## src/rtl/ataseq_pkg.sv

```systemverilog
// ----------------------------------------------------------------------------
// ataseq_pkg
// Shared constants and types of the ATA PIO LBA28 host sequencer.
// ----------------------------------------------------------------------------
package ataseq_pkg;

   localparam int WORDS_PER_SECTOR = 256;
   localparam int WIDX_W           = $clog2(WORDS_PER_SECTOR) + 1;
   localparam logic [WIDX_W-1:0] LAST_WORD    = WIDX_W'(WORDS_PER_SECTOR - 1);
   localparam logic [WIDX_W-1:0] ID_LOW_WORD  = WIDX_W'(60);
   localparam logic [WIDX_W-1:0] ID_HIGH_WORD = WIDX_W'(61);

   localparam int POLL_W  = 17;
   localparam int CHUNK_W = 8;
   localparam int LBA_W   = 28;
   localparam int CNT_W   = 32;
   localparam int CSR_W   = 17;

   localparam logic [POLL_W-1:0]  POLL_LIMIT_RST = POLL_W'(100000);
   localparam logic [CHUNK_W-1:0] MAX_CHUNK_RST  = 8'd255;

   localparam logic CSR_POLL_LIMIT = 1'b0;
   localparam logic CSR_MAX_CHUNK  = 1'b1;

   localparam logic [2:0] OP_READ   = 3'd0;
   localparam logic [2:0] OP_WRITE  = 3'd1;
   localparam logic [2:0] OP_IDENT  = 3'd2;
   localparam logic [2:0] OP_STATUS = 3'd3;
   localparam logic [2:0] OP_RWORD  = 3'd4;
   localparam logic [2:0] OP_WWORD  = 3'd5;

   localparam logic [2:0] KIND_RB   = 3'd0;
   localparam logic [2:0] KIND_RW   = 3'd1;
   localparam logic [2:0] KIND_WB   = 3'd2;
   localparam logic [2:0] KIND_WW   = 3'd3;
   localparam logic [2:0] KIND_CW   = 3'd4;
   localparam logic [2:0] KIND_WANT = 3'd5;
   localparam logic [2:0] KIND_DONE = 3'd6;

   localparam logic [9:0] P_DATA    = 10'h1F0;
   localparam logic [9:0] P_SECCNT  = 10'h1F2;
   localparam logic [9:0] P_LBA0    = 10'h1F3;
   localparam logic [9:0] P_LBA1    = 10'h1F4;
   localparam logic [9:0] P_LBA2    = 10'h1F5;
   localparam logic [9:0] P_DRIVE   = 10'h1F6;
   localparam logic [9:0] P_STATCMD = 10'h1F7;

   localparam int ST_BSY_BIT = 7;
   localparam int ST_DRQ_BIT = 3;
   localparam int ST_ERR_BIT = 0;

   localparam logic [7:0] DRIVE_LBA  = 8'hE0;
   localparam logic [7:0] DRIVE_ID   = 8'hA0;
   localparam logic [7:0] CMD_READ   = 8'h20;
   localparam logic [7:0] CMD_WRITE  = 8'h30;
   localparam logic [7:0] CMD_FLUSH  = 8'hE7;
   localparam logic [7:0] CMD_IDENT  = 8'hEC;

   localparam int SETUP_WRITES = 6;
   localparam int BEAT_W       = $clog2(SETUP_WRITES + 1);

   localparam int QDEPTH = 2;
   localparam int QPTR_W = (QDEPTH > 1) ? $clog2(QDEPTH) : 1;
   localparam int QCNT_W = $clog2(QDEPTH + 1);

   typedef enum logic [2:0] {
      BT_RB,
      BT_RW,
      BT_CW,
      BT_WW,
      BT_WANT,
      BT_FLUSH,
      BT_DONE
   } beat_type;

   // One accepted item's worth of work for the back end.
   typedef struct packed {
      logic                          setup;
      logic [1:0]                    last_idx;
      beat_type                      code0;
      beat_type                      code1;
      beat_type                      code2;
      logic [15:0]                   word;
      logic [31:0]                   total;
      logic                          failed;
      logic [SETUP_WRITES-1:0][7:0]  bytes;
   } desc_type;

endpackage

```

## src/rtl/ata_pio_transfer_sequencer.sv

```systemverilog
// Path: an accepted beat's descriptor is written into the queue; its first result is then
// registered in the output stage and put on the rsp_ ports, when queue and stage are empty.
// Throughput: one beat per cycle while the two-entry queue has room; results leave at
// one per cycle while rsp_pop is held, so the results of a beat pass the output stage in turn.
// A chunk setup gives six writes and a status read; other descriptors give one to three.
// Reset is synchronous: phase idle, queue and output stage empty, registers to defaults.
// ----------------------------------------------------------------------------
// ata_pio_transfer_sequencer
// Host-side ATA PIO LBA28 sequencer: turns read, write and identify requests
// into drive register accesses, driven by status and data answers.
// ----------------------------------------------------------------------------
module ata_pio_transfer_sequencer (
   input  logic                          clock,
   input  logic                          reset,
   input  logic                          req_push,
   output logic                          req_full,
   input  logic [2:0]                    req_op,
   input  logic [ataseq_pkg::LBA_W-1:0]  req_start_block,
   input  logic [ataseq_pkg::CNT_W-1:0]  req_sector_count,
   input  logic [7:0]                    req_status_byte,
   input  logic [15:0]                   req_data_word,
   output logic                          rsp_empty,
   input  logic                          rsp_pop,
   output logic [2:0]                    rsp_kind,
   output logic [9:0]                    rsp_port,
   output logic [15:0]                   rsp_value,
   output logic [31:0]                   rsp_total_sectors,
   output logic                          rsp_failed,
   output logic                          rsp_last,
   input  logic                          csr_we,
   input  logic                          csr_index,
   input  logic [ataseq_pkg::CSR_W-1:0]  csr_wdata
);

   logic                  q_full, q_push, q_pop, q_valid;
   ataseq_pkg::desc_type  q_desc, q_head;

   assign req_full = q_full;

   ataseq_front u_front (
      .clock            (clock),
      .reset            (reset),
      .req_push         (req_push),
      .req_op           (req_op),
      .req_start_block  (req_start_block),
      .req_sector_count (req_sector_count),
      .req_status_byte  (req_status_byte),
      .req_data_word    (req_data_word),
      .csr_we           (csr_we),
      .csr_index        (csr_index),
      .csr_wdata        (csr_wdata),
      .q_full           (q_full),
      .q_push           (q_push),
      .q_desc           (q_desc)
   );

   ataseq_queue u_queue (
      .clock      (clock),
      .reset      (reset),
      .push       (q_push),
      .push_desc  (q_desc),
      .full       (q_full),
      .pop        (q_pop),
      .head_valid (q_valid),
      .head_desc  (q_head)
   );

   ataseq_back u_back (
      .clock             (clock),
      .reset             (reset),
      .head_valid        (q_valid),
      .head_desc         (q_head),
      .head_pop          (q_pop),
      .rsp_empty         (rsp_empty),
      .rsp_pop           (rsp_pop),
      .rsp_kind          (rsp_kind),
      .rsp_port          (rsp_port),
      .rsp_value         (rsp_value),
      .rsp_total_sectors (rsp_total_sectors),
      .rsp_failed        (rsp_failed),
      .rsp_last          (rsp_last)
   );

endmodule

```

## src/rtl/ataseq_front.sv

```systemverilog
// ----------------------------------------------------------------------------
// ataseq_front
// Request decoder: tracks the transfer phase and turns each beat that causes bus
// accesses into a descriptor of them; other beats push nothing.
// ----------------------------------------------------------------------------
module ataseq_front (
   input  logic                          clock,
   input  logic                          reset,
   input  logic                          req_push,
   input  logic [2:0]                    req_op,
   input  logic [ataseq_pkg::LBA_W-1:0]  req_start_block,
   input  logic [ataseq_pkg::CNT_W-1:0]  req_sector_count,
   input  logic [7:0]                    req_status_byte,
   input  logic [15:0]                   req_data_word,
   input  logic                          csr_we,
   input  logic                          csr_index,
   input  logic [ataseq_pkg::CSR_W-1:0]  csr_wdata,
   input  logic                          q_full,
   output logic                          q_push,
   output ataseq_pkg::desc_type          q_desc
);

   typedef enum logic [3:0] {
      PH_IDLE, PH_RW_BSY, PH_DRQ, PH_RD_DATA, PH_WR_DATA, PH_FLUSH_BSY,
      PH_ID_BSY1, PH_ID_PRESENT, PH_ID_BSY2, PH_ID_DATA
   } phase_type;

   typedef enum logic [1:0] {RQ_READ, RQ_WRITE, RQ_IDENT} rkind_type;

   phase_type                         phase_ff, phase_in;
   rkind_type                         rkind_ff, rkind_in;
   logic [ataseq_pkg::LBA_W-1:0]      block_ff, block_in;
   logic [ataseq_pkg::CNT_W-1:0]      left_ff, left_in;
   logic [ataseq_pkg::CHUNK_W-1:0]    chunk_ff, chunk_in;
   logic [ataseq_pkg::CHUNK_W-1:0]    sdone_ff, sdone_in;
   logic [ataseq_pkg::WIDX_W-1:0]     widx_ff, widx_in;
   logic [ataseq_pkg::POLL_W-1:0]     poll_ff, poll_in;
   logic [15:0]                       idlo_ff, idlo_in;
   logic [15:0]                       idhi_ff, idhi_in;
   logic [ataseq_pkg::POLL_W-1:0]     plimit_ff;
   logic [ataseq_pkg::CHUNK_W-1:0]    mchunk_ff;

   logic                              accept;
   logic [ataseq_pkg::POLL_W-1:0]     plim;
   logic [ataseq_pkg::CHUNK_W-1:0]    clim;
   logic [ataseq_pkg::CHUNK_W-1:0]    sd_next;
   logic                              st_bsy, st_drq, st_err, is_status;
   ataseq_pkg::desc_type              d;
   logic                              push;

   assign accept    = req_push && !q_full;
   assign plim      = (plimit_ff == '0) ? ataseq_pkg::POLL_W'(1) : plimit_ff;
   assign clim      = (mchunk_ff == '0) ? ataseq_pkg::CHUNK_W'(1) : mchunk_ff;
   assign sd_next   = sdone_ff + ataseq_pkg::CHUNK_W'(1);
   assign st_bsy    = req_status_byte[ataseq_pkg::ST_BSY_BIT];
   assign st_drq    = req_status_byte[ataseq_pkg::ST_DRQ_BIT];
   assign st_err    = req_status_byte[ataseq_pkg::ST_ERR_BIT];
   assign is_status = (req_op == ataseq_pkg::OP_STATUS);

   always_comb begin
      phase_in = phase_ff;
      rkind_in = rkind_ff;
      block_in = block_ff;
      left_in  = left_ff;
      chunk_in = chunk_ff;
      sdone_in = sdone_ff;
      widx_in  = widx_ff;
      poll_in  = poll_ff;
      idlo_in  = idlo_ff;
      idhi_in  = idhi_ff;
      d        = '0;
      d.code0  = ataseq_pkg::BT_RB;
      d.code1  = ataseq_pkg::BT_RB;
      d.code2  = ataseq_pkg::BT_RB;
      push     = 1'b0;

      unique case (phase_ff)
         PH_IDLE: begin
            if (req_op == ataseq_pkg::OP_READ || req_op == ataseq_pkg::OP_WRITE) begin
               push = 1'b1;
               if (req_sector_count == '0) begin
                  d.code0 = ataseq_pkg::BT_DONE;
               end else begin
                  rkind_in = (req_op == ataseq_pkg::OP_READ) ? RQ_READ : RQ_WRITE;
                  block_in = req_start_block;
                  left_in  = req_sector_count;
                  phase_in = PH_RW_BSY;
               end
            end else if (req_op == ataseq_pkg::OP_IDENT) begin
               push     = 1'b1;
               rkind_in = RQ_IDENT;
               idlo_in  = '0;
               idhi_in  = '0;
               phase_in = PH_ID_BSY1;
            end
         end
         PH_RW_BSY: begin
            if (is_status) begin
               push = 1'b1;
               if (!st_bsy) begin
                  chunk_in = (left_ff > ataseq_pkg::CNT_W'(clim)) ? clim
                                                                   : left_ff[7:0];
                  sdone_in = '0;
                  poll_in  = ataseq_pkg::POLL_W'(1);
                  phase_in = PH_DRQ;
                  d.setup    = 1'b1;
                  d.bytes[0] = ataseq_pkg::DRIVE_LBA | {4'h0, block_ff[27:24]};
                  d.bytes[1] = chunk_in;
                  d.bytes[2] = block_ff[7:0];
                  d.bytes[3] = block_ff[15:8];
                  d.bytes[4] = block_ff[23:16];
                  d.bytes[5] = (rkind_ff == RQ_READ) ? ataseq_pkg::CMD_READ
                                                     : ataseq_pkg::CMD_WRITE;
               end
            end
         end
         PH_DRQ: begin
            if (is_status) begin
               push = 1'b1;
               priority if (st_err) begin
                  d.code0  = ataseq_pkg::BT_DONE;
                  d.failed = 1'b1;
                  phase_in = PH_IDLE;
               end else if (st_drq) begin
                  widx_in = '0;
                  if (rkind_ff == RQ_WRITE) begin
                     phase_in = PH_WR_DATA;
                     d.code0  = ataseq_pkg::BT_WANT;
                  end else begin
                     phase_in = (rkind_ff == RQ_IDENT) ? PH_ID_DATA : PH_RD_DATA;
                     d.code0  = ataseq_pkg::BT_RW;
                  end
               end else if (poll_ff >= plim) begin
                  d.code0  = ataseq_pkg::BT_DONE;
                  d.failed = 1'b1;
                  phase_in = PH_IDLE;
               end else begin
                  poll_in = poll_ff + ataseq_pkg::POLL_W'(1);
               end
            end
         end
         PH_RD_DATA, PH_WR_DATA: begin
            if ((phase_ff == PH_RD_DATA && req_op == ataseq_pkg::OP_RWORD) ||
                (phase_ff == PH_WR_DATA && req_op == ataseq_pkg::OP_WWORD)) begin
               push       = 1'b1;
               d.word     = req_data_word;
               d.code0    = (phase_ff == PH_RD_DATA) ? ataseq_pkg::BT_CW
                                                     : ataseq_pkg::BT_WW;
               d.last_idx = 2'd1;
               widx_in    = widx_ff + ataseq_pkg::WIDX_W'(1);
               if (widx_ff != ataseq_pkg::LAST_WORD) begin
                  d.code1 = (phase_ff == PH_RD_DATA) ? ataseq_pkg::BT_RW
                                                     : ataseq_pkg::BT_WANT;
               end else begin
                  // end of sector
                  sdone_in = sd_next;
                  if (sd_next < chunk_ff) begin
                     poll_in  = ataseq_pkg::POLL_W'(1);
                     phase_in = PH_DRQ;
                  end else begin
                     block_in = block_ff + ataseq_pkg::LBA_W'(chunk_ff);
                     left_in  = left_ff - ataseq_pkg::CNT_W'(chunk_ff);
                     if (rkind_ff == RQ_WRITE) begin
                        d.code1    = ataseq_pkg::BT_FLUSH;
                        d.last_idx = 2'd2;
                        phase_in   = PH_FLUSH_BSY;
                     end else if (left_ff == ataseq_pkg::CNT_W'(chunk_ff)) begin
                        d.code1  = ataseq_pkg::BT_DONE;
                        phase_in = PH_IDLE;
                     end else begin
                        phase_in = PH_RW_BSY;
                     end
                  end
               end
            end
         end
         PH_FLUSH_BSY: begin
            if (is_status) begin
               push = 1'b1;
               if (!st_bsy) begin
                  if (left_ff == '0) begin
                     d.code0  = ataseq_pkg::BT_DONE;
                     phase_in = PH_IDLE;
                  end else begin
                     phase_in = PH_RW_BSY;
                  end
               end
            end
         end
         PH_ID_BSY1: begin
            if (is_status) begin
               push = 1'b1;
               if (!st_bsy) begin
                  d.setup    = 1'b1;
                  d.bytes[0] = ataseq_pkg::DRIVE_ID;
                  d.bytes[5] = ataseq_pkg::CMD_IDENT;
                  phase_in   = PH_ID_PRESENT;
               end
            end
         end
         PH_ID_PRESENT: begin
            if (is_status) begin
               push = 1'b1;
               if (req_status_byte == '0) begin
                  d.code0  = ataseq_pkg::BT_DONE;
                  phase_in = PH_IDLE;
               end else begin
                  phase_in = PH_ID_BSY2;
               end
            end
         end
         PH_ID_BSY2: begin
            if (is_status) begin
               push = 1'b1;
               if (!st_bsy) begin
                  poll_in  = ataseq_pkg::POLL_W'(1);
                  phase_in = PH_DRQ;
               end
            end
         end
         PH_ID_DATA: begin
            if (req_op == ataseq_pkg::OP_RWORD) begin
               push = 1'b1;
               if (widx_ff == ataseq_pkg::ID_LOW_WORD) begin
                  idlo_in = req_data_word;
               end
               if (widx_ff == ataseq_pkg::ID_HIGH_WORD) begin
                  idhi_in = req_data_word;
               end
               widx_in = widx_ff + ataseq_pkg::WIDX_W'(1);
               if (widx_ff == ataseq_pkg::LAST_WORD) begin
                  d.code0  = ataseq_pkg::BT_DONE;
                  d.total  = {idhi_ff, idlo_ff};
                  phase_in = PH_IDLE;
               end else begin
                  d.code0 = ataseq_pkg::BT_RW;
               end
            end
         end
         default: begin
            phase_in = PH_IDLE;
         end
      endcase
   end

   always_ff @(posedge clock) begin
      if (reset) begin
         phase_ff  <= PH_IDLE;
         rkind_ff  <= RQ_READ;
         block_ff  <= '0;
         left_ff   <= '0;
         chunk_ff  <= '0;
         sdone_ff  <= '0;
         widx_ff   <= '0;
         poll_ff   <= '0;
         idlo_ff   <= '0;
         idhi_ff   <= '0;
         plimit_ff <= ataseq_pkg::POLL_LIMIT_RST;
         mchunk_ff <= ataseq_pkg::MAX_CHUNK_RST;
      end else begin
         if (accept) begin
            phase_ff <= phase_in;
            rkind_ff <= rkind_in;
            block_ff <= block_in;
            left_ff  <= left_in;
            chunk_ff <= chunk_in;
            sdone_ff <= sdone_in;
            widx_ff  <= widx_in;
            poll_ff  <= poll_in;
            idlo_ff  <= idlo_in;
            idhi_ff  <= idhi_in;
         end
         if (csr_we) begin
            if (csr_index == ataseq_pkg::CSR_POLL_LIMIT) begin
               plimit_ff <= csr_wdata;
            end else begin
               mchunk_ff <= csr_wdata[ataseq_pkg::CHUNK_W-1:0];
            end
         end
      end
   end

   assign q_push = accept && push;
   assign q_desc = d;

endmodule

```

## src/rtl/ataseq_queue.sv

```systemverilog
// ----------------------------------------------------------------------------
// ataseq_queue
// Short descriptor queue between the decoder and the access generator.
// ----------------------------------------------------------------------------
module ataseq_queue (
   input  logic                  clock,
   input  logic                  reset,
   input  logic                  push,
   input  ataseq_pkg::desc_type  push_desc,
   output logic                  full,
   input  logic                  pop,
   output logic                  head_valid,
   output ataseq_pkg::desc_type  head_desc
);

   ataseq_pkg::desc_type                 mem_ff [ataseq_pkg::QDEPTH];
   logic [ataseq_pkg::QPTR_W-1:0]        wptr_ff, wptr_in;
   logic [ataseq_pkg::QPTR_W-1:0]        rptr_ff, rptr_in;
   logic [ataseq_pkg::QCNT_W-1:0]        cnt_ff, cnt_in;
   logic                                 do_pop;

   assign full       = (cnt_ff == ataseq_pkg::QCNT_W'(ataseq_pkg::QDEPTH));
   assign head_valid = (cnt_ff != '0);
   assign head_desc  = mem_ff[rptr_ff];
   assign do_pop     = pop && head_valid;

   always_comb begin
      wptr_in = wptr_ff;
      rptr_in = rptr_ff;
      if (push) begin
         wptr_in = (wptr_ff == ataseq_pkg::QPTR_W'(ataseq_pkg::QDEPTH - 1)) ? '0
                   : wptr_ff + ataseq_pkg::QPTR_W'(1);
      end
      if (do_pop) begin
         rptr_in = (rptr_ff == ataseq_pkg::QPTR_W'(ataseq_pkg::QDEPTH - 1)) ? '0
                   : rptr_ff + ataseq_pkg::QPTR_W'(1);
      end
      cnt_in = cnt_ff + ataseq_pkg::QCNT_W'(push) - ataseq_pkg::QCNT_W'(do_pop);
   end

   always_ff @(posedge clock) begin
      if (reset) begin
         wptr_ff <= '0;
         rptr_ff <= '0;
         cnt_ff  <= '0;
      end else begin
         wptr_ff <= wptr_in;
         rptr_ff <= rptr_in;
         cnt_ff  <= cnt_in;
      end
   end

   always_ff @(posedge clock) begin
      if (push) begin
         mem_ff[wptr_ff] <= push_desc;
      end
   end

endmodule

```

## src/rtl/ataseq_back.sv

```systemverilog
// ----------------------------------------------------------------------------
// ataseq_back
// Access generator: expands each descriptor into result beats, one per
// cycle while the output stage is free, through a registered output stage.
// ----------------------------------------------------------------------------
module ataseq_back (
   input  logic                  clock,
   input  logic                  reset,
   input  logic                  head_valid,
   input  ataseq_pkg::desc_type  head_desc,
   output logic                  head_pop,
   output logic                  rsp_empty,
   input  logic                  rsp_pop,
   output logic [2:0]            rsp_kind,
   output logic [9:0]            rsp_port,
   output logic [15:0]           rsp_value,
   output logic [31:0]           rsp_total_sectors,
   output logic                  rsp_failed,
   output logic                  rsp_last
);

   logic [ataseq_pkg::BEAT_W-1:0] beat_ff, beat_in;
   logic                          valid_ff;
   logic [2:0]                    kind_ff;
   logic [9:0]                    port_ff;
   logic [15:0]                   value_ff;
   logic [31:0]                   total_ff;
   logic                          failed_ff;
   logic                          last_ff;

   logic                          out_free, emit;
   logic [2:0]                    b_kind;
   logic [9:0]                    b_port;
   logic [15:0]                   b_value;
   logic [31:0]                   b_total;
   logic                          b_failed, b_last;
   ataseq_pkg::beat_type          code;

   function automatic logic [9:0] setup_port(input logic [ataseq_pkg::BEAT_W-1:0] i);
      logic [9:0] p;
      unique case (i)
         ataseq_pkg::BEAT_W'(0): p = ataseq_pkg::P_DRIVE;
         ataseq_pkg::BEAT_W'(1): p = ataseq_pkg::P_SECCNT;
         ataseq_pkg::BEAT_W'(2): p = ataseq_pkg::P_LBA0;
         ataseq_pkg::BEAT_W'(3): p = ataseq_pkg::P_LBA1;
         ataseq_pkg::BEAT_W'(4): p = ataseq_pkg::P_LBA2;
         default:                p = ataseq_pkg::P_STATCMD;
      endcase
      return p;
   endfunction

   assign out_free = !valid_ff || rsp_pop;
   assign emit     = out_free && head_valid;

   always_comb begin
      b_kind   = ataseq_pkg::KIND_RB;
      b_port   = ataseq_pkg::P_STATCMD;
      b_value  = '0;
      b_total  = '0;
      b_failed = 1'b0;
      b_last   = 1'b0;
      unique case (beat_ff[1:0])
         2'd0:    code = head_desc.code0;
         2'd1:    code = head_desc.code1;
         default: code = head_desc.code2;
      endcase
      if (head_desc.setup) begin
         if (beat_ff < ataseq_pkg::BEAT_W'(ataseq_pkg::SETUP_WRITES)) begin
            b_kind  = ataseq_pkg::KIND_WB;
            b_port  = setup_port(beat_ff);
            b_value = {8'h00, head_desc.bytes[beat_ff]};
         end else begin
            b_last = 1'b1;
         end
      end else begin
         b_last = (beat_ff[1:0] == head_desc.last_idx);
         unique case (code)
            ataseq_pkg::BT_RB: begin
               b_kind = ataseq_pkg::KIND_RB;
            end
            ataseq_pkg::BT_RW: begin
               b_kind = ataseq_pkg::KIND_RW;
               b_port = ataseq_pkg::P_DATA;
            end
            ataseq_pkg::BT_CW: begin
               b_kind  = ataseq_pkg::KIND_CW;
               b_port  = '0;
               b_value = head_desc.word;
            end
            ataseq_pkg::BT_WW: begin
               b_kind  = ataseq_pkg::KIND_WW;
               b_port  = ataseq_pkg::P_DATA;
               b_value = head_desc.word;
            end
            ataseq_pkg::BT_WANT: begin
               b_kind = ataseq_pkg::KIND_WANT;
               b_port = '0;
            end
            ataseq_pkg::BT_FLUSH: begin
               b_kind  = ataseq_pkg::KIND_WB;
               b_value = {8'h00, ataseq_pkg::CMD_FLUSH};
            end
            ataseq_pkg::BT_DONE: begin
               b_kind   = ataseq_pkg::KIND_DONE;
               b_port   = '0;
               b_total  = head_desc.total;
               b_failed = head_desc.failed;
            end
            default: begin
               b_kind = ataseq_pkg::KIND_RB;
            end
         endcase
      end
      beat_in = beat_ff;
      if (emit) begin
         beat_in = b_last ? '0 : beat_ff + ataseq_pkg::BEAT_W'(1);
      end
   end

   assign head_pop = emit && b_last;

   always_ff @(posedge clock) begin
      if (reset) begin
         beat_ff  <= '0;
         valid_ff <= 1'b0;
      end else begin
         beat_ff <= beat_in;
         if (out_free) begin
            valid_ff <= head_valid;
         end
      end
   end

   always_ff @(posedge clock) begin
      if (emit) begin
         kind_ff   <= b_kind;
         port_ff   <= b_port;
         value_ff  <= b_value;
         total_ff  <= b_total;
         failed_ff <= b_failed;
         last_ff   <= b_last;
      end
   end

   assign rsp_empty         = !valid_ff;
   assign rsp_kind          = kind_ff;
   assign rsp_port          = port_ff;
   assign rsp_value         = value_ff;
   assign rsp_total_sectors = total_ff;
   assign rsp_failed        = failed_ff;
   assign rsp_last          = last_ff;

endmodule

```

## config.mk

```make
export PLATFORM = sky130hd
export DESIGN_NAME = ata_pio_transfer_sequencer
export DESIGN_NICKNAME = d
export VERILOG_FILES = /design/src/rtl/ataseq_pkg.sv /design/src/rtl/ata_pio_transfer_sequencer.sv /design/src/rtl/ataseq_front.sv /design/src/rtl/ataseq_queue.sv /design/src/rtl/ataseq_back.sv
export SDC_FILE = /design/constraint.sdc
export NUM_CORES = 1
export LEC_CHECK = 0
export BUFFER_PORTS_ARGS = -buffer_cell sky130_fd_sc_hd__buf_2
export CORE_ASPECT_RATIO = 0.7
export CORE_UTILIZATION = 50
export DETAILED_ROUTE_END_ITERATION = 8
export GPL_TIMING_DRIVEN = 0
export HOLD_SLACK_MARGIN = 0.08
export PLACE_DENSITY = 0.69
export SETUP_SLACK_MARGIN = 0.5
export SYNTH_ARGS = -nofsm -noshare
export SYNTH_HDL_FRONTEND = slang
export SYNTH_SLANG_ARGS = --single-unit
```

## constraint.sdc

```tcl
create_clock -name clock -period 8 [get_ports clock]
set_input_delay 0.4 -clock clock [delete_from_list [all_inputs] [get_ports clock]]
set_output_delay 0.4 -clock clock [all_outputs]
set_load 0.1 [all_outputs]
```

# Yosys cells after proc, flatten, opt, wreduce, memory -nomap -nowiden
# Memory sizes are Yosys's and may differ from the RTL's. A register that Yosys moved wholly into a read port is not among the register bits.
# Cells that the tools add are included.
[word_totals]
reg_bits = 236
latch_bits = 0
ramBits = 212
romBits = 0
input_bits = 110
elab_cells = 306
n_memories = 1
[op_classes]
add_sub_neg = 10
mul = 0
n_div = 0
order_cmp = 5
n_eq_ne = 64
shifts = 0
muxes = 152
bitwise_logic = 3
n_reduce_logical = 48
[memory_table]
columns = ["memory", "depth", "width", "read_ports", "rd_clocked_by_memory_dff", "wr", "line", "source"]
rows = [
  ["u_queue.mem_ff", 2, 106, 1, 1, 1, "ataseq_queue.sv:16", "ataseq_pkg::desc_type mem_ff [ataseq_pkg::QDEPTH];"],
]
[op_table]
columns = ["cell", "n"]
rows = [
  ["32-bit 2-to-1 mux", 9],
  ["17-bit 2-to-1 mux", 10],
  ["16-bit 2-to-1 mux", 9],
  ["28-bit 2-to-1 mux", 5],
  ["8-bit 2-to-1 mux", 13],
  ["48-bit 2-to-1 mux", 2],
  ["16-bit one-hot mux with 2 select lines", 3],
  ["4-bit 2-to-1 mux", 22],
  ["3-bit 2-to-1 mux", 23],
  ["32-bit logical NOT", 2],
  ["32-bit one-hot mux with 2 select lines", 1],
  ["28-bit one-hot mux with 2 select lines", 1],
  ["17-bit one-hot mux with 3 select lines", 1],
  ["8-bit one-hot mux with 2 select lines", 3],
  ["9-bit 2-to-1 mux", 5],
  ["3-bit one-hot mux with 6 select lines", 2],
  ["32-bit by 8-bit == test with 1-bit output", 1],
  ["32-bit by 8-bit > comparator with 1-bit output", 1],
  ["4-bit one-hot mux with 8 select lines", 1],
  ["32-bit by 8-bit subtractor with 32-bit output", 1],
  ["28-bit by 8-bit adder with 28-bit output", 1],
  ["2-bit by 1-bit inequality test with 1-bit output (second input constant)", 14],
  ["9-bit one-hot mux with 3 select lines", 1],
  ["2-bit inequality test (second input constant)", 13],
  ["56 further kinds", 138],
]

# Depth between registers and ports, before layout
[logic_depth]
ltp_word = 8
ltp_mapped = 14
ltp_nobuf = 12

# By module
# From an unflattened synthesis, not the netlist that was laid out.
[hier_totals]
cells_unflattened = 2066
hier_area_um2 = 22280.1
[modules_own_cells]
columns = ["mod", "n_inst", "cells_each", "area_each_um2"]
rows = [
  ["ataseq_front", 1, 1477, 11091.9],
  ["ataseq_queue", 1, 362, 8132.8],
  ["ataseq_back", 1, 227, 3055.4],
]

# Least setup slack after synthesis
# Ideal clock, no wire load.
[synth_timing]
path_kind = "reg-to-reg"
from = "register u_front.phase_ff[1]"
to = "memory u_queue.mem_ff[0][0] in the netlist's numbering (enable)"
setup_time_ns = 0.556
arrival_ns = 5.636
path_slack_ns = 1.808
path_stages_with_launch = 7
path_buffers = 2
period_less_slack_ns = 6.192
cell_sequence = "dfxtp_1 -> buf_2 -> clkbuf_1 -> or3_1 -> a221oi_1 -> o21ai_0 -> nor2_1"
[synth_between]
elab_chain_len = 8
word_cells_on_any_way = 20
cone_classes = "9 x eq/ne; 4 x mux; 7 x reduce/logical"
[synth_rtl]
columns = ["item", "line", "source"]
rows = [
  ["from (decl)", "ataseq_front.sv:30", "phase_type phase_ff, phase_in;"],
  ["from (signal assigned)", "ataseq_front.sv:262", "phase_ff <= phase_in;"],
  ["4-bit by 2-bit == test with 1-bit output or 4-bit by 3-bit == test with 1-bit output (tied branches)", "ataseq_front.sv:77, ataseq_front.sv:143, ataseq_front.sv:144", ""],
  ["1-bit logical AND (on tied branches)", "ataseq_front.sv:143, ataseq_front.sv:144", ""],
  ["1-bit logical OR", "ataseq_front.sv:143", "if ((phase_ff == PH_RD_DATA && req_op == ataseq_pkg::OP_RWORD) ||"],
  ["1-bit 2-to-1 mux", "ataseq_front.sv:143", ""],
  ["1-bit one-hot mux with 4 select lines (*)", "ataseq_front.sv:77", "unique case (phase_ff)"],
  ["1-bit logical AND (*)", "ataseq_front.sv:283", "assign q_push = accept && push;"],
  ["1-bit 2-to-1 mux (*)", "ataseq_queue.sv:54", "if (push) begin"],
  ["1-bit 2-to-1 mux (implied by the code) (*)", "ataseq_queue.sv:55", "mem_ff[wptr_ff] <= push_desc;"],
  ["to (decl)", "ataseq_queue.sv:16", ""],
]
# Every way passes the cells marked *; elsewhere a longest branch is shown, timed or not.

# Worst setup path in the final report
[layout_timing]
from = "register u_front.sdone_ff[0] in the netlist's numbering"
to = "register u_front.left_ff[30] in the netlist's numbering"
[layout_between]
elab_chain_len = 4
[layout_rtl]
columns = ["item", "line", "source"]
rows = [
  ["from (decl)", "ataseq_front.sv:35", "logic [ataseq_pkg::CHUNK_W-1:0] sdone_ff, sdone_in;"],
  ["from (signal assigned)", "ataseq_front.sv:267", "sdone_ff <= sdone_in;"],
  ["8-bit by 1-bit adder with 8-bit output", "ataseq_front.sv:54", "assign sd_next = sdone_ff + ataseq_pkg::CHUNK_W'(1);"],
  ["8-bit less-than comparator", "ataseq_front.sv:157", "if (sd_next < chunk_ff) begin"],
  ["2-bit inequality test (no source line)", "-", ""],
  ["7-bit AND reduction (no source line)", "-", ""],
  ["to (signal assigned)", "ataseq_front.sv:265", "left_ff <= left_in;"],
  ["to (decl)", "ataseq_front.sv:33", "logic [ataseq_pkg::CNT_W-1:0] left_ff, left_in;"],
]
# Every way passes these cells.
# A chain may end at the register's enable or synchronous reset.

==> metrics.md <==
| Metric | Value |
|---|---|
| Die Wd | `about 250 um` |
| Row count | `62` |
| Worst setup SP type | `flop` |
| Antenna violations before repair | `7` |
| RSZ-0062 raised after global routing | `no` |
| Num CTS Buffers | `42` |
| Drt pass-1 iters | `5` |
| Crit path largest cell delay | `between 0.7 and 0.8 ns` |
| Max-Cap Viols | `0` |
| Critical path class | `reg2reg` |
| Final setup violation count | `0` |
| I/O Pins | `175` |
| Fin cells | `2803` |
| FMAX | `237.4 MHz` |
| Clock Tree Root | `clkbuf_16` |
| Global route overflow | `0` |
| Fin. Hold Viols | `0` |
| Setup Skew | `0.03529 ns` |
| First-pass GRT wire length | `95.77 mm` |
| Area grow syn2layout | `15.32%` |
| Postcts setup bufs | `0` |
| Slew HR | `0.3196` |
| Post-cts resize count | `0` |
| Area leader, netlist | `edfxtp_1` |
| Residual DRC | `0` |
| P_sw | `about 4 mW` |
| Switch share | `0.4458` |
| FFs w/ async S/R, synth | `0` |
| R2R depth | `12` |
| Clk_lat worst skew | `around 0.57 ns` |
| Crit path required time | `8.40 ns` |
| Comb power frac | `0.428` |
| Measured slew at the worst slew-check pin | `1.021 ns` |
| Initial cell density of the core | `0.5070` |
| Post-Syn Area | `~21000 um^2` |
| Post-synth top area share | `0.3651` |
| Most frequent cells in the layout | `edfxtp_1, nor2_1, buf_2` |
| Setup TNS Final | `0 ns` |
| Drt total wl | `63.02 mm` |
| Vias in the first global route | `16130` |
| Yosys Warn Count | `0` |
| Clock Pin Slew Worst Setup and Hold Paths | `0.07 ns` |
| Worst setup EP type | `flop` |
| Largest net degree at the start of global routing | `a little over 60` |
| Synth cell types | `83` |
| Ys flop type | `edfxtp_1` |
| CTS tree | `done` |
| Final GP Congestion | `0.9577` |
| Sequential group share of total power | `0.343` |
| Die height | `between 150 and 200 um` |
| Crit path max fanout | `10` |
| Htree depth | `2` |
| Int Pwr | `4.859 mW` |
| Commonest non-fill, non-tap cell in the layout | `edfxtp_1` |
| # clock sinks | `427` |
| VDD IR-drop max | `around 420 uV` |
| Top cell family by delay on the critical path | `buffers and inverters` |
| Critical-path cell with the highest stage delay | `clkbuf_1` |
| Hold_ws | `0.09690 ns` |
| Leak | `between 8 and 9 nW` |
| Chain of cells forming the critical path | `nand2_1 -> nor2_1 -> and3_1 -> xor2_1 -> ha_1 -> nand4_1 -> o21bai_1 -> o22ai_1 -> o21a_1 -> clkbuf_1 -> clkbuf_1 -> a211oi_1` |
| Vias | `16930` |
| Core box area | `between 40000 and 50000 um^2` |
| Status | `complete, no violations` |
| Vias per Instance | `6.039` |
| ANT nets after route | `0` |
| Die area | `42450 um^2` |
| Placed Cells | `2717` |
| CP Buf/Inv Count | `2` |
| # port buffers | `171` |
| Hold WC Path Type | `in2reg` |
| Share of the yosys chip area belonging to registers | `0.5325` |
| Gate Count Post-Synth | `1994` |
| CTS Buffer Depth | `3` |
| DP HPWL | `47.23 mm` |
| Levels on crit path | `12` |
| Pins Over Slew Limit | `0` |
| Flop and latch count out of synthesis | `427` |
| Total track usage | `0.2958` |
| Hold depth | `3` |
| Nets | `2397` |
| DR iter-0 viols | `2009` |
| Fillers | `between 3000 and 4000` |
| Ranking of synthesized cells by area | `edfxtp_1, dfxtp_1, mux2i_1` |
| Clock share of power | `0.230` |
| Ratio of cells with drive above 1 in the final layout | `0.1472` |
| Post-Syn Area per Cell | `approximately 10 um^2` |
| Post-synth EDFFs | `253` |
| Crit path arrival time | `4.61 ns` |
| Final Cycle Share | `0.5265` |
| Post-DR wirelength/cell | `around 22 um` |
| PwrDens | `365.3 nW/um^2` |
| CP most frequent cell | `clkbuf_1` |
| Shortest period the worst path allows | `4.212 ns` |
## layout make-up
class | instances | area (um^2) | area share
multi-input cells | 1387 | 9011 | 0.3755
well taps | 544 | 680.7 | 0.02837
plain buffers | 119 | 509.2 | 0.02122
repair buffers | 183 | 1084 | 0.04516
clock inverters | 18 | 202.7 | 0.008447
inverters | 62 | 232.7 | 0.009699
clock buffers | 59 | 1185 | 0.04938
diodes | 4 | 10.01 | 0.0004171
flip-flops and latches | 427 | 11080 | 0.4618
## synthesized netlist by cell type (17+ instances only)
cell type / count
a211oi_1: 34
a21oi_1: 120
and2_1: 94
buf_2: 20
clkbuf_1: 81
dfxtp_1: 174
edfxtp_1: 253
ha_1: 63
inv_1: 61
mux2i_1: 105
mux4_2: 17
nand2_1: 172
nand3_1: 59
nand4_1: 19
nor2_1: 217
nor3_1: 48
nor4_1: 31
o211ai_1: 23
o21ai_0: 91
## final timing paths
| path | endpoint | slack, ns | startpoint |
|---|---|---|---|
| max | u_front.left_ff[30] | 3.79 | u_front.sdone_ff[0] |
| min | u_front.plimit_ff[3] | 0.1 | csr_wdata[3] |
| max reg2reg | u_front.left_ff[30] | 3.79 | u_front.sdone_ff[0] |
| min reg2reg | u_front.plimit_ff[3] | 0.48 | u_front.plimit_ff[3] |
## power groups by stage
stage	logic (mW)	registers [mW]	clock network (mW)
2_1_floorplan	1.77	3.96	0
3_3_place_gp	3.58	3.08	0
3_5_place_dp	3.67	3.04	0
4_1_cts	3.68	3.00	2.03
5_1_grt	3.94	3.04	2.12
6_report	3.75	3.00	2.01
## per-stage QoR
| stage | util | power [mW] | cell area (um^2) | setup WS [ns] |
|---|---|---|---|---|
| global placement | 0.5446 | 6.657 | 22350 | -0.8341 |
| CTS | 0.5845 | 8.711 | 23990 | 4.068 |
| detailed placement | 0.5495 | 6.710 | 22550 | 4.082 |
| finish | 0.5847 | 8.767 | 24000 | 3.788 |
| global route | 0.5847 | 9.099 | 24000 | 3.707 |
| floorplan | - | 5.726 | 20810 | 1.808 |
## state kept, by name, summed over array words and instances (netlist names), 2 cells and up, named ones only
name and cells:
u_back.beat_ff 3, u_back.rsp_kind 3, u_back.rsp_port 4, u_back.rsp_total_sectors 32, u_back.rsp_value 16, u_front.block_ff 28
u_front.chunk_ff 8, u_front.idhi_ff 16, u_front.idlo_ff 16, u_front.left_ff 32, u_front.mchunk_ff 8, u_front.phase_ff 4
u_front.plimit_ff 17, u_front.poll_ff 17, u_front.rkind_ff 2, u_front.sdone_ff 8, u_front.widx_ff 9, u_queue.cnt_ff 2
u_queue.mem_ff 196
## per-layer routing
| layer | track usage | vias to the layer above | part of all wire |
|---|---|---|---|
| li1 | - | 7791 | - |
| met1 | 0.4570 | 8229 | 0.46 |
| met2 | 0.4170 | 822 | 0.42 |
| met3 | 0.06348 | 85 | 0.099 |
| met4 | 0.07635 | 0 | 0.020 |
| met5 | 0 | - | 0 |
## tightest hold or removal path: stages
cell	delay [ns]
buf_2	0.11
nand2_1	0.05
a21oi_1	0.05
## cell families after synthesis
kind of cell	after synthesis	synth area share
AND/OR/NAND/NOR	749	0.1781
other	1	0.0001802
multiplexers	132	0.07432
XOR/XNOR	22	0.009261
adder cells (fa/ha/maj)	65	0.03981
flip-flops	427	0.5325
buffers and inverters	181	0.03566
AO/OA/AOI/OAI	417	0.1302
## timing repair
item / CTS / global route
hold buffers: 5 / 0
setup endpoints to repair: 0 / 0
hold endpoints to repair: 5 / 0
Power figures use the tool's default switching activity.
